<file path="src/rtl/core/psi5afm_pkg.sv">
package psi5afm_pkg;

   localparam int CSR_ADDR_W  = 3;
   localparam int CSR_DATA_W  = 32;
   localparam int REQ_DATA_W  = 72;
   localparam int RSP_DATA_W  = 64;
   localparam int NUM_CH      = 3;
   localparam int ACCEL_W     = 15;
   localparam int QUEUE_DEPTH = 2;
   localparam int QPTR_W      = (QUEUE_DEPTH > 1) ? $clog2(QUEUE_DEPTH) : 1;
   localparam int QCNT_W      = $clog2(QUEUE_DEPTH + 1);

   localparam logic       REG_IDX_EXPECTED = 1'b0;
   localparam logic [15:0] EXPECTED_RESET  = 16'hEF00;

   localparam logic [1:0] LAMP_OFF      = 2'd0;
   localparam logic [1:0] LAMP_WARN     = 2'd2;
   localparam logic [1:0] DIAL_AVAIL    = 2'd1;
   localparam logic [1:0] DIAL_UNAVAIL  = 2'd2;
   localparam logic [7:0] LED_RL_FAULT  = 8'hE7;
   localparam logic [7:0] LED_OK        = 8'hFF;

   localparam int        VALID_BIT = 11;
   localparam logic [9:0] POS_MAX  = 10'h1E0;
   localparam logic [9:0] NEG_MIN  = 10'h220;

   // round(m * 9810 / 300) == floor((m * 327 + 5) / 10), division by 10 via
   // reciprocal 104858 / 2^20, exact for the code range
   localparam logic [25:0] SCALE_MUL = 26'd34288566;
   localparam logic [34:0] SCALE_ADD = 35'd524290;
   localparam int          SCALE_SHR = 20;

   typedef struct packed {
      logic                             mismatch;
      logic                             wheel_any;
      logic [NUM_CH-1:0]                valid;
      logic [NUM_CH-1:0][ACCEL_W-1:0]   accel;
   } round_entry_type;

   typedef struct packed {
      logic full;
      logic empty;
   } queue_status_type;

endpackage

</file>
<file path="src/rtl/core/psi5afm_front.sv">
module psi5afm_front (
   input  logic                                   reset,
   input  logic                                   req_tvalid,
   output logic                                   req_tready,
   input  logic [psi5afm_pkg::REQ_DATA_W-1:0]     req_tdata,
   input  logic [15:0]                            expected_word,
   input  psi5afm_pkg::queue_status_type          q_status,
   output logic                                   push,
   output psi5afm_pkg::round_entry_type           push_entry
);

   function automatic logic [psi5afm_pkg::ACCEL_W-1:0] decode_frame(input logic [15:0] frame);
      logic [9:0]  code;
      logic [8:0]  mag;
      logic        neg;
      logic [34:0] prod;
      logic [psi5afm_pkg::ACCEL_W-1:0] scaled;
      for (int i = 0; i < 10; i++) begin
         code[i] = frame[9-i];
      end
      neg = 1'b0;
      mag = 9'd0;
      if (code <= psi5afm_pkg::POS_MAX) begin
         mag = code[8:0];
      end else if (code >= psi5afm_pkg::NEG_MIN) begin
         mag = (~code[8:0]) + 9'd1;
         neg = 1'b1;
      end
      prod   = 35'(mag) * 35'(psi5afm_pkg::SCALE_MUL) + psi5afm_pkg::SCALE_ADD;
      scaled = prod[psi5afm_pkg::SCALE_SHR +: psi5afm_pkg::ACCEL_W];
      return neg ? (~scaled + 15'd1) : scaled;
   endfunction

   logic [15:0] frames [psi5afm_pkg::NUM_CH];

   assign frames[0] = req_tdata[31:16];
   assign frames[1] = req_tdata[47:32];
   assign frames[2] = req_tdata[63:48];

   assign req_tready = ~q_status.full & ~reset;
   assign push       = req_tvalid & req_tready;

   always_comb begin
      push_entry.mismatch  = (req_tdata[15:0] != expected_word);
      push_entry.wheel_any = |req_tdata[66:64];
      for (int ch = 0; ch < psi5afm_pkg::NUM_CH; ch++) begin
         push_entry.valid[ch] = frames[ch][psi5afm_pkg::VALID_BIT];
         push_entry.accel[ch] = decode_frame(frames[ch]);
      end
   end

endmodule

</file>
<file path="src/rtl/core/psi5afm_queue.sv">
module psi5afm_queue (
   input  logic                          clock,
   input  logic                          reset,
   input  logic                          push,
   input  psi5afm_pkg::round_entry_type  push_entry,
   input  logic                          pop,
   output psi5afm_pkg::round_entry_type  head_entry,
   output psi5afm_pkg::queue_status_type q_status
);

   psi5afm_pkg::round_entry_type slot_ff [psi5afm_pkg::QUEUE_DEPTH];
   logic [psi5afm_pkg::QPTR_W-1:0] wr_ptr_ff, wr_ptr_in;
   logic [psi5afm_pkg::QPTR_W-1:0] rd_ptr_ff, rd_ptr_in;
   logic [psi5afm_pkg::QCNT_W-1:0] count_ff, count_in;

   function automatic logic [psi5afm_pkg::QPTR_W-1:0] next_ptr(
      input logic [psi5afm_pkg::QPTR_W-1:0] p);
      if (p == psi5afm_pkg::QPTR_W'(psi5afm_pkg::QUEUE_DEPTH - 1)) begin
         return '0;
      end
      return p + psi5afm_pkg::QPTR_W'(1);
   endfunction

   assign q_status.full  = (count_ff == psi5afm_pkg::QCNT_W'(psi5afm_pkg::QUEUE_DEPTH));
   assign q_status.empty = (count_ff == '0);
   assign head_entry     = slot_ff[rd_ptr_ff];

   always_comb begin
      wr_ptr_in = push ? next_ptr(wr_ptr_ff) : wr_ptr_ff;
      rd_ptr_in = pop  ? next_ptr(rd_ptr_ff) : rd_ptr_ff;
      count_in  = count_ff;
      if (push && !pop) begin
         count_in = count_ff + psi5afm_pkg::QCNT_W'(1);
      end else if (pop && !push) begin
         count_in = count_ff - psi5afm_pkg::QCNT_W'(1);
      end
   end

   always_ff @(posedge clock) begin
      if (reset) begin
         wr_ptr_ff <= '0;
         rd_ptr_ff <= '0;
         count_ff  <= '0;
      end else begin
         wr_ptr_ff <= wr_ptr_in;
         rd_ptr_ff <= rd_ptr_in;
         count_ff  <= count_in;
      end
   end

   always_ff @(posedge clock) begin
      if (push) begin
         slot_ff[wr_ptr_ff] <= push_entry;
      end
   end

endmodule

</file>
<file path="src/rtl/core/psi5afm_back.sv">
module psi5afm_back (
   input  logic                               clock,
   input  logic                               reset,
   input  psi5afm_pkg::round_entry_type       head_entry,
   input  psi5afm_pkg::queue_status_type      q_status,
   output logic                               pop,
   output logic                               rsp_tvalid,
   input  logic                               rsp_tready,
   output logic [psi5afm_pkg::RSP_DATA_W-1:0] rsp_tdata
);

   logic [psi5afm_pkg::NUM_CH-1:0][psi5afm_pkg::ACCEL_W-1:0] held_ff, held_in;
   logic [psi5afm_pkg::NUM_CH-1:0] faults_ff, faults_in;
   logic                           warn_ff, warn_in;
   logic                           forced;
   logic                           rsp_valid_ff;
   logic [psi5afm_pkg::RSP_DATA_W-1:0] rsp_data_ff, rsp_data_in;

   assign pop        = ~q_status.empty & (~rsp_valid_ff | rsp_tready);
   assign rsp_tvalid = rsp_valid_ff;
   assign rsp_tdata  = rsp_data_ff;

   // channels in order; later channels see earlier fault updates
   always_comb begin
      held_in   = held_ff;
      faults_in = faults_ff;
      warn_in   = warn_ff;
      forced    = 1'b0;
      for (int ch = 0; ch < psi5afm_pkg::NUM_CH; ch++) begin
         if (!head_entry.valid[ch]) begin
            if (faults_in == '0 && !head_entry.wheel_any) begin
               warn_in = 1'b1;
               forced  = 1'b1;
            end
            faults_in[ch] = 1'b1;
         end else begin
            held_in[ch] = head_entry.accel[ch];
            if (faults_in == (psi5afm_pkg::NUM_CH'(1) << ch) && !head_entry.wheel_any) begin
               warn_in = 1'b0;
            end
            faults_in[ch] = 1'b0;
         end
      end
      rsp_data_in = {1'b0,
                     faults_in[2] ? psi5afm_pkg::LED_RL_FAULT : psi5afm_pkg::LED_OK,
                     forced,
                     warn_in ? psi5afm_pkg::DIAL_UNAVAIL : psi5afm_pkg::DIAL_AVAIL,
                     warn_in,
                     warn_in ? psi5afm_pkg::LAMP_WARN : psi5afm_pkg::LAMP_OFF,
                     head_entry.mismatch,
                     faults_in,
                     held_in};
   end

   always_ff @(posedge clock) begin
      if (reset) begin
         held_ff      <= '0;
         faults_ff    <= '0;
         warn_ff      <= 1'b0;
         rsp_valid_ff <= 1'b0;
      end else begin
         if (pop) begin
            held_ff   <= held_in;
            faults_ff <= faults_in;
            warn_ff   <= warn_in;
         end
         if (pop) begin
            rsp_valid_ff <= 1'b1;
         end else if (rsp_tready) begin
            rsp_valid_ff <= 1'b0;
         end
      end
   end

   always_ff @(posedge clock) begin
      if (pop) begin
         rsp_data_ff <= rsp_data_in;
      end
   end

endmodule

</file>
<file path="src/rtl/core/psi5_accel_frame_fault_monitor_top.sv">
// channel | dir      | width | contents
// req     | in       | 72    | one polling round: status word, three frames, wheel faults
// rsp     | out      | 64    | held accelerations, faults, status and lamp/dial outputs
// csr     | in/out   | 32    | APB: expected_status_word at byte address 0
//
// One round per cycle unless rsp stalls; requests reach rsp via the queue and rsp register.
// The front decodes all three frames in the accept cycle (one 9x26 multiply per lane).
// A two-entry queue sits between front and back; rsp stall fills it, then req_tready drops.
// Reset clears the queue, held accelerations, faults and lamp state, and restores the
// status compare value to 0xEF00.
module psi5_accel_frame_fault_monitor_top (
   input  logic                                clock,
   input  logic                                reset,
   input  logic                                req_tvalid,
   output logic                                req_tready,
   // [15:0] status_word, [31:16] frame_front_left, [47:32] frame_front_right,
   // [63:48] frame_rear_left, [64] wheel_fault_fl, [65] wheel_fault_fr,
   // [66] wheel_fault_rl, [71:67] zero
   input  logic [psi5afm_pkg::REQ_DATA_W-1:0]  req_tdata,
   output logic                                rsp_tvalid,
   input  logic                                rsp_tready,
   // [14:0] accel_front_left, [29:15] accel_front_right, [44:30] accel_rear_left,
   // [45] fault_front_left, [46] fault_front_right, [47] fault_rear_left,
   // [48] status_mismatch, [50:49] warning_lamp_state, [51] fault_marker,
   // [53:52] dial_state, [54] force_mode_off, [62:55] led_pattern, [63] zero
   output logic [psi5afm_pkg::RSP_DATA_W-1:0]  rsp_tdata,
   input  logic                                csr_psel,
   input  logic                                csr_penable,
   input  logic                                csr_pwrite,
   input  logic [psi5afm_pkg::CSR_ADDR_W-1:0]  csr_paddr,
   input  logic [psi5afm_pkg::CSR_DATA_W-1:0]  csr_pwdata,
   output logic [psi5afm_pkg::CSR_DATA_W-1:0]  csr_prdata,
   output logic                                csr_pready
);

   logic [15:0] expected_ff, expected_in;
   logic        csr_hit;
   logic        push;
   logic        pop;
   psi5afm_pkg::round_entry_type  push_entry;
   psi5afm_pkg::round_entry_type  head_entry;
   psi5afm_pkg::queue_status_type q_status;

   assign csr_pready = 1'b1;
   assign csr_hit    = (csr_paddr[2] == psi5afm_pkg::REG_IDX_EXPECTED);
   assign csr_prdata = csr_hit ? {16'd0, expected_ff} : '0;

   always_comb begin
      expected_in = expected_ff;
      if (csr_psel && csr_penable && csr_pwrite && csr_pready && csr_hit) begin
         expected_in = csr_pwdata[15:0];
      end
   end

   always_ff @(posedge clock) begin
      if (reset) begin
         expected_ff <= psi5afm_pkg::EXPECTED_RESET;
      end else begin
         expected_ff <= expected_in;
      end
   end

   psi5afm_front u_front (
      .reset         (reset),
      .req_tvalid    (req_tvalid),
      .req_tready    (req_tready),
      .req_tdata     (req_tdata),
      .expected_word (expected_ff),
      .q_status      (q_status),
      .push          (push),
      .push_entry    (push_entry)
   );

   psi5afm_queue u_queue (
      .clock      (clock),
      .reset      (reset),
      .push       (push),
      .push_entry (push_entry),
      .pop        (pop),
      .head_entry (head_entry),
      .q_status   (q_status)
   );

   psi5afm_back u_back (
      .clock      (clock),
      .reset      (reset),
      .head_entry (head_entry),
      .q_status   (q_status),
      .pop        (pop),
      .rsp_tvalid (rsp_tvalid),
      .rsp_tready (rsp_tready),
      .rsp_tdata  (rsp_tdata)
   );

   a_no_rsp_after_reset: assert property (@(posedge clock)
      $past(reset) |-> !rsp_tvalid)
      else $error("response valid right after reset");

   a_forced_implies_warn: assert property (@(posedge clock) disable iff (reset)
      (rsp_tvalid && rsp_tdata[54]) |-> (rsp_tdata[50:49] == psi5afm_pkg::LAMP_WARN))
      else $error("fault entry without warning lamp");

   a_lamp_dial_marker: assert property (@(posedge clock) disable iff (reset)
      rsp_tvalid |-> (((rsp_tdata[50:49] == psi5afm_pkg::LAMP_WARN)
                       == (rsp_tdata[53:52] == psi5afm_pkg::DIAL_UNAVAIL))
                      && (rsp_tdata[51] == (rsp_tdata[50:49] == psi5afm_pkg::LAMP_WARN))))
      else $error("lamp, marker and dial disagree");

   a_no_push_when_full: assert property (@(posedge clock) disable iff (reset)
      q_status.full |-> !push)
      else $error("queue overrun");

endmodule

</file>
<file path="config.mk">
export PLATFORM = sky130hd
export DESIGN_NAME = psi5_accel_frame_fault_monitor_top
export DESIGN_NICKNAME = d
export VERILOG_FILES = /design/src/rtl/core/psi5afm_pkg.sv /design/src/rtl/core/psi5afm_front.sv /design/src/rtl/core/psi5afm_queue.sv /design/src/rtl/core/psi5afm_back.sv /design/src/rtl/core/psi5_accel_frame_fault_monitor_top.sv
export SDC_FILE = /design/constraint.sdc
export NUM_CORES = 1
export LEC_CHECK = 0
export BUFFER_PORTS_ARGS = -buffer_cell sky130_fd_sc_hd__buf_2
export CAP_MARGIN = 0
export CORE_ASPECT_RATIO = 0.7
export CORE_MARGIN = 8
export CORE_UTILIZATION = 60
export CTS_CLUSTER_SIZE = 25
export DETAILED_ROUTE_END_ITERATION = 8
export PLACE_DENSITY_LB_ADDON = 0.08
export SYNTH_ARGS = -nofsm -noshare
export SYNTH_HDL_FRONTEND = slang
export SYNTH_HIERARCHICAL = 1
export SYNTH_SLANG_ARGS = --single-unit
</file>
<file path="constraint.sdc">
create_clock -name clock -period 13.48 [get_ports clock]
set_input_delay 2.696 -clock clock [delete_from_list [all_inputs] [get_ports clock]]
set_output_delay 2.696 -clock clock [all_outputs]
set_load 0.1 [all_outputs]
</file>
==> results.ini, run 1 <==
[outcome]
status = complete, no violations

[clock_tree]
clk_pin_slew_ps = 60
clk_latency_ps = 490
cts_tree = done
postCtsSetupBuffers = 0
holdBufCountCts = 0
cts_buffer_depth = 3
ctsResizeCount = 0
clock-sinks = 224
root_buffer = clkbuf_16
h-tree-depth = 1
cts_buffers = 22

[floorplanning]
fp-row-count = 61
die_area_sq_mm = 0.0466
pin_count = 213
die_width_microns = 255
die_h_microns = 183
start_util_pct = 60.6
coreArea_sq_mm = 0.0395

[synthesis]
synth_cell_types = 107
yosys_register_bits = 224
synth.most_common_cell = inv_1
synth_area_leaders = edfxtp_1, fa_1, ha_1
synth_fa_ha_area_share_pct = 24.8
synth_top_area_share_pct = 19.2
yosysWarnings = 6
synth_top_family_by_area = adder cells
synth_area_per_cell_sq_um = 9.30
synth_compound_area_share_pct = 14.6
synth_area_leader_cell = edfxtp_1
synth_top_cells_by_count = inv_1, ha_1, fa_1, edfxtp_1, a21oi_1
ys_seq_area_share_pct = 25.2
syn-instance-count = 2569
synth_mux_area_share_pct = 5.66
async_flop_share_pct = 0
synth-xor-area-share_pct = 6.12
synth_edf_count = 153
yosys.area_share.simple_pct = 14.6
synth_ff_type = edfxtp_1
syn_area_sq_mm = 0.0239

[setup_path]
cp_top_family = compound AO/OA/AOI/OAI gates
worstReg2RegEnd = u_queue/slot_ff[0][15]
critPathMaxFanout = 11
path_buf_inv = 6
slowest_stage = a2111oi_0
reg2reg_depth = 5
start_kind = primary input
cp_common_cell = ha_1
rrSetupSlack_ps = 10880
timing.rr.start = u_queue/count_ff[0]
required_ps = 13760
worstSetupEndpointType = flop
arrival_ps = 11880
path_class = in -> reg
cp_slowest_stage_delay_ps = 1020
critPathCapture = u_queue/slot_ff[1][44]
cp-startpoint = req_tdata[57]
worstSetupPathDepth = 30

[final_layout]
fillers = 3342
nets = 3136
area.sequential_sq_mm = 0.00602
drive_gt1_share_pct = 13.5
diodes = 0
multi_input_area_sq_mm = 0.0159
finalInstanceArea_sq_mm = 0.0256
area_growth_pct = 6.92
instances_no_fill = 3200

[routing]
drc = 0
drt_iter0_drc = 1408
wl_mm = 59.3
via_per_inst = 5.90
avgRoutedWirePerCell_microns = 18.5
first_pass_iters = 6
num_vias = 18865
ant_nets = 0

[global_routing]
grtUsageTotal_pct = 25.0
grt-ovfl-total = 0
antenna_found_initial = 0
grt_max_degree = 90
first_global_vias = 18536
grt_pass1_wl_mm = 97.0

[sta]
grt_setup_unrepaired = false
drv_slew = 0
fmax_mhz = 86.2
setup_tns_ps = 0
fin_crit_ps = 11600
slew_headroom_pct = 18.1
fin_crit_sh_pct = 86.1
hold_violations = 0
finClkSkew_ps = 7.13
tightest_slew_ps = 1200
setup_slack_ps = 1880
setup_viol = 0

[placement]
place_ws_ps = 1600
numPortBuffers = 149
gp_congestion = 0.945
placed_cells = 3160
postPlaceCellArea_sq_mm = 0.0249
hpwl_mm = 46.9

[flow_run]
cap_violations = 0

[hold_path]
hp-class = reg -> reg

## tightest hold or removal path, cell delays in order, from the launching register on
cell and delay (ps):
dfxtp_1 330, nand2b_1 70, mux2i_1 60
## layer usage
metal  up-vias  routed length (microns)  GRT usage (%)
met5         -                        0              0
met4         0                      733           3.32
met3        50                     3440           2.40
met2       569                    26900           40.7
met1      9138                    28200           36.9
li1       9108                        -              -
## cell families (layout without fill, tap and decap cells)
group / after synthesis / count (layout)
mux: 123 / 123
compound gates: 506 / 506
flops: 224 / 224
xor+xnor: 167 / 167
simple gates: 659 / 659
fa+ha+maj: 373 / 373
other cells: 4 / 25
buf+inv: 513 / 588
## registers in the layout, indices dropped and copies added (netlist names), named ones only
register	count
u_queue/rd_ptr_ff	1
u_queue/wr_ptr_ff	1
u_back/rsp_tdata	53
u_back/rsp_tvalid	1
u_back/warn_ff	1
u_back/faults_ff	3
u_queue/slot_ff	100
u_queue/count_ff	2
expected_ff	16
u_back/held_ff	45
## metrics by stage
stage	utilization, %	hold WS [ps]
after floorplan	-	461
after detailed placement	63.0	486
after CTS	64.8	504
after global placement	63.0	483
final	64.8	505
after global routing	64.8	524
## cell type report
| type | instances | share of cell area (%) |
|---|---|---|
| clock buffers | 38 | 2.71 |
| repair buffers | 165 | 3.39 |
| flip-flops and latches | 224 | 23.5 |
| multi-input cells | 1853 | 62.1 |
| well taps | 535 | 2.62 |
| clock inverters | 2 | 0.0294 |
| inverters | 383 | 5.63 |
## worst min path at each step
stage,cells past startpoint,end,slack [ps],startpoint
floorplan,2,u_queue/count_ff[1],460,u_queue/count_ff[1]
global placement,2,expected_ff[4],480,expected_ff[4]
detailed placement,2,expected_ff[4],490,expected_ff[4]
CTS,2,expected_ff[4],500,expected_ff[4]
global route,2,expected_ff[1],520,expected_ff[1]
finish,2,expected_ff[1],500,expected_ff[1]
## placed cells by master (no fill, tap or decap), types with 10 or more instances in the layout
cell         n
o211ai_1    17
clkbuf_1    10
clkbuf_16   24
and3_1      17
or2_2       12
mux2i_1     25
o31ai_1     21
nor2_1     124
dfxtp_1     70
o21ai_1     19
inv_1      381
or3_1       18
o21a_1      15
a21o_1      30
nor2b_1     21
nand2_1    119
a211oi_1    22
nand3_1     44
conb_1      25
nor4_1      18
a21oi_1    152
o21ai_0     72
nor3_1     137
and4_1      16
a31oi_1     25
xnor2_1    110
xor2_1      57
buf_4       16
ha_1       205
and2_1      13
buf_2      149
fa_1       168
edfxtp_1   153
nand2b_1    31
mux2_2      94
nand4_1     31
Power of run 1 is left out: the tool's default activity adds up to more than one toggle a clock period on the data nets, which glitch-free logic cannot reach.
==> run 2: changes to the inputs <==
- PLACE_DENSITY: default -> 0.77
- PLACE_DENSITY_LB_ADDON: 0.08 -> default
- SYNTH_HIERARCHICAL: 1 -> default
==> run 2 against run 1 <==
  * Sequential share of layout area is 0.85 points higher
  * Cell count is 2.6% lower
  * Critical path depth is 3 lower
  * Wire length is 3.4% lower
  * Register-to-register slack worse by 420 ps
  * Fmax is 2.2% higher
  * Non-clock buffer count is 3 lower
  * Die area is 3.7% lower
  * Count of clock-buffer cells in the layout is 15 lower
  * Clock skew is 7.8 ps higher
  * Critical endpoint is now u_queue.slot_ff[0][14]
==> results.ini, run 2 <==
[outcome]
status = complete, no violations

[sta]
setup_slack_ps = 2130
tightest_slew_ps = 1310
fin_crit_sh_pct = 84.2
grt_setup_unrepaired = false
setup_tns_ps = 0
finClkSkew_ps = 14.9
drv_slew = 0
fin_crit_ps = 11350
setup_viol = 0
hold_violations = 0
slew_headroom_pct = 12.8
fmax_mhz = 88.1

[clock_tree]
cts_tree = done
cts_buffers = 20
root_buffer = clkbuf_16
h-tree-depth = 1
cts_buffer_depth = 3
holdBufCountCts = 0
ctsResizeCount = 0
clk_latency_ps = 500
clk_pin_slew_ps = 70
clock-sinks = 224
postCtsSetupBuffers = 0

[global_routing]
grt_pass1_wl_mm = 93.1
grt-ovfl-total = 0
first_global_vias = 17952
grtUsageTotal_pct = 24.7
antenna_found_initial = 0
grt_max_degree = 73

[floorplanning]
start_util_pct = 60.3
die_h_microns = 180
pin_count = 213
fp-row-count = 60
die_area_sq_mm = 0.0448
die_width_microns = 250
coreArea_sq_mm = 0.0381

[placement]
place_ws_ps = 1820
gp_congestion = 0.976
placed_cells = 3081
postPlaceCellArea_sq_mm = 0.0240
numPortBuffers = 149
hpwl_mm = 45.2

[final_layout]
largest_register_ffs = 100
largest-register = u_queue.slot_ff
nets = 3094
drive_gt1_share_pct = 9.39
area_growth_pct = 7.51
finalInstanceArea_sq_mm = 0.0247
final_common_cell = inv_1
instances_no_fill = 3117
diodes = 0
final_cell_mix = inv_1, nor2_1, ha_1

[routing]
wl_mm = 57.3
routed-wl-met2_mm = 24.9
num_vias = 18450
wl_met1_mm = 27.3
ant_nets = 0
wl_met3_mm = 4.41
via_per_inst = 5.92
avgRoutedWirePerCell_microns = 18.4
drt_iter0_drc = 1450
dr.max_layer_used = met4
drc = 0
first_pass_iters = 5

[hold_path]
hp-class = reg -> reg

[synthesis]
syn_area_sq_mm = 0.0229
synth_area_leaders = edfxtp_1, fa_1, ha_1
synth.most_common_cell = inv_1
synth_edf_count = 153
yosysWarnings = 0
yosys_register_bits = 224
synth_ff_type = edfxtp_1
ys_seq_area_share_pct = 26.2
synth_top_cells_by_count = inv_1, nor2_1, ha_1, fa_1, a21oi_1
async_flop_share_pct = 0
synth_top_area_share_pct = 20.0
synth_area_leader_cell = edfxtp_1
synth_cell_types = 99
syn-instance-count = 2506
synth_area_per_cell_sq_um = 9.15

[flow_run]
cap_violations = 0

[setup_path]
critPathMaxFanout = 10
worstSetupEndpointType = flop
path_class = in -> reg
arrival_ps = 11640
start_kind = primary input
cp_slowest_stage_delay_ps = 690
required_ps = 13760
slowest_stage = or4_1

[run 2: path summary, 6_finish.rpt]
path | from | end | slack, ps | cells after the start
hold reg to reg | expected_ff[12] | expected_ff[12] | 490 | 2
setup / recovery | req_tdata[23] | u_queue.slot_ff[0][14] | 2130 | 27
setup reg to reg | flop | u_back.rsp_tdata[52] | 10460 | 7
hold / removal | expected_ff[12] | expected_ff[12] | 490 | 2
[run 2: critical path: cells and delay by family]
| kind | cells | cell delay, ps |
|---|---|---|
| XOR/XNOR | 3 | 810 |
| AO/OA/AOI/OAI | 8 | 2310 |
| buffers and inverters | 5 | 590 |
| adder cells (fa/ha/maj) | 5 | 2560 |
| AND/OR/NAND/NOR | 6 | 2660 |
[run 2: layer usage]
| layer | global-route usage, % | vias up |
|---|---|---|
| met5 | 0 | - |
| met2 | 38.1 | 675 |
| met4 | 3.39 | 0 |
| met3 | 4.63 | 36 |
| li1 | - | 8825 |
| met1 | 36.8 | 8914 |
[run 2: kinds of logic after synthesis]
family                   synth area share [%]
AND/OR/NAND/NOR                          13.8
other                                  0.0327
adder cells (fa/ha/maj)                  25.8
XOR/XNOR                                 6.15
AO/OA/AOI/OAI                            16.0
buffers and inverters                    8.70
multiplexers                             3.23
flip-flops                               26.2
[run 2: final cells by class]
| cell class | instances | area, sq um |
|---|---|---|
| Clock buffer | 23 | 512 |
| Clock inverter | 13 | 181 |
| Fill cell | 3093 | 13400 |
| Inverter | 389 | 1460 |
| Multi-Input combinational cell | 1810 | 15000 |
| Sequential cell | 224 | 6020 |
| Tap cell | 496 | 621 |
| Timing Repair Buffer | 162 | 843 |
[run 2: through the flow]
step	utilization, %	hold slack (ps)
floorplan	-	456
global placement	63.0	469
detailed placement	63.0	480
CTS	64.8	492
global route	64.8	516
finish	64.8	491
Power of run 2 is left out for the same reason.
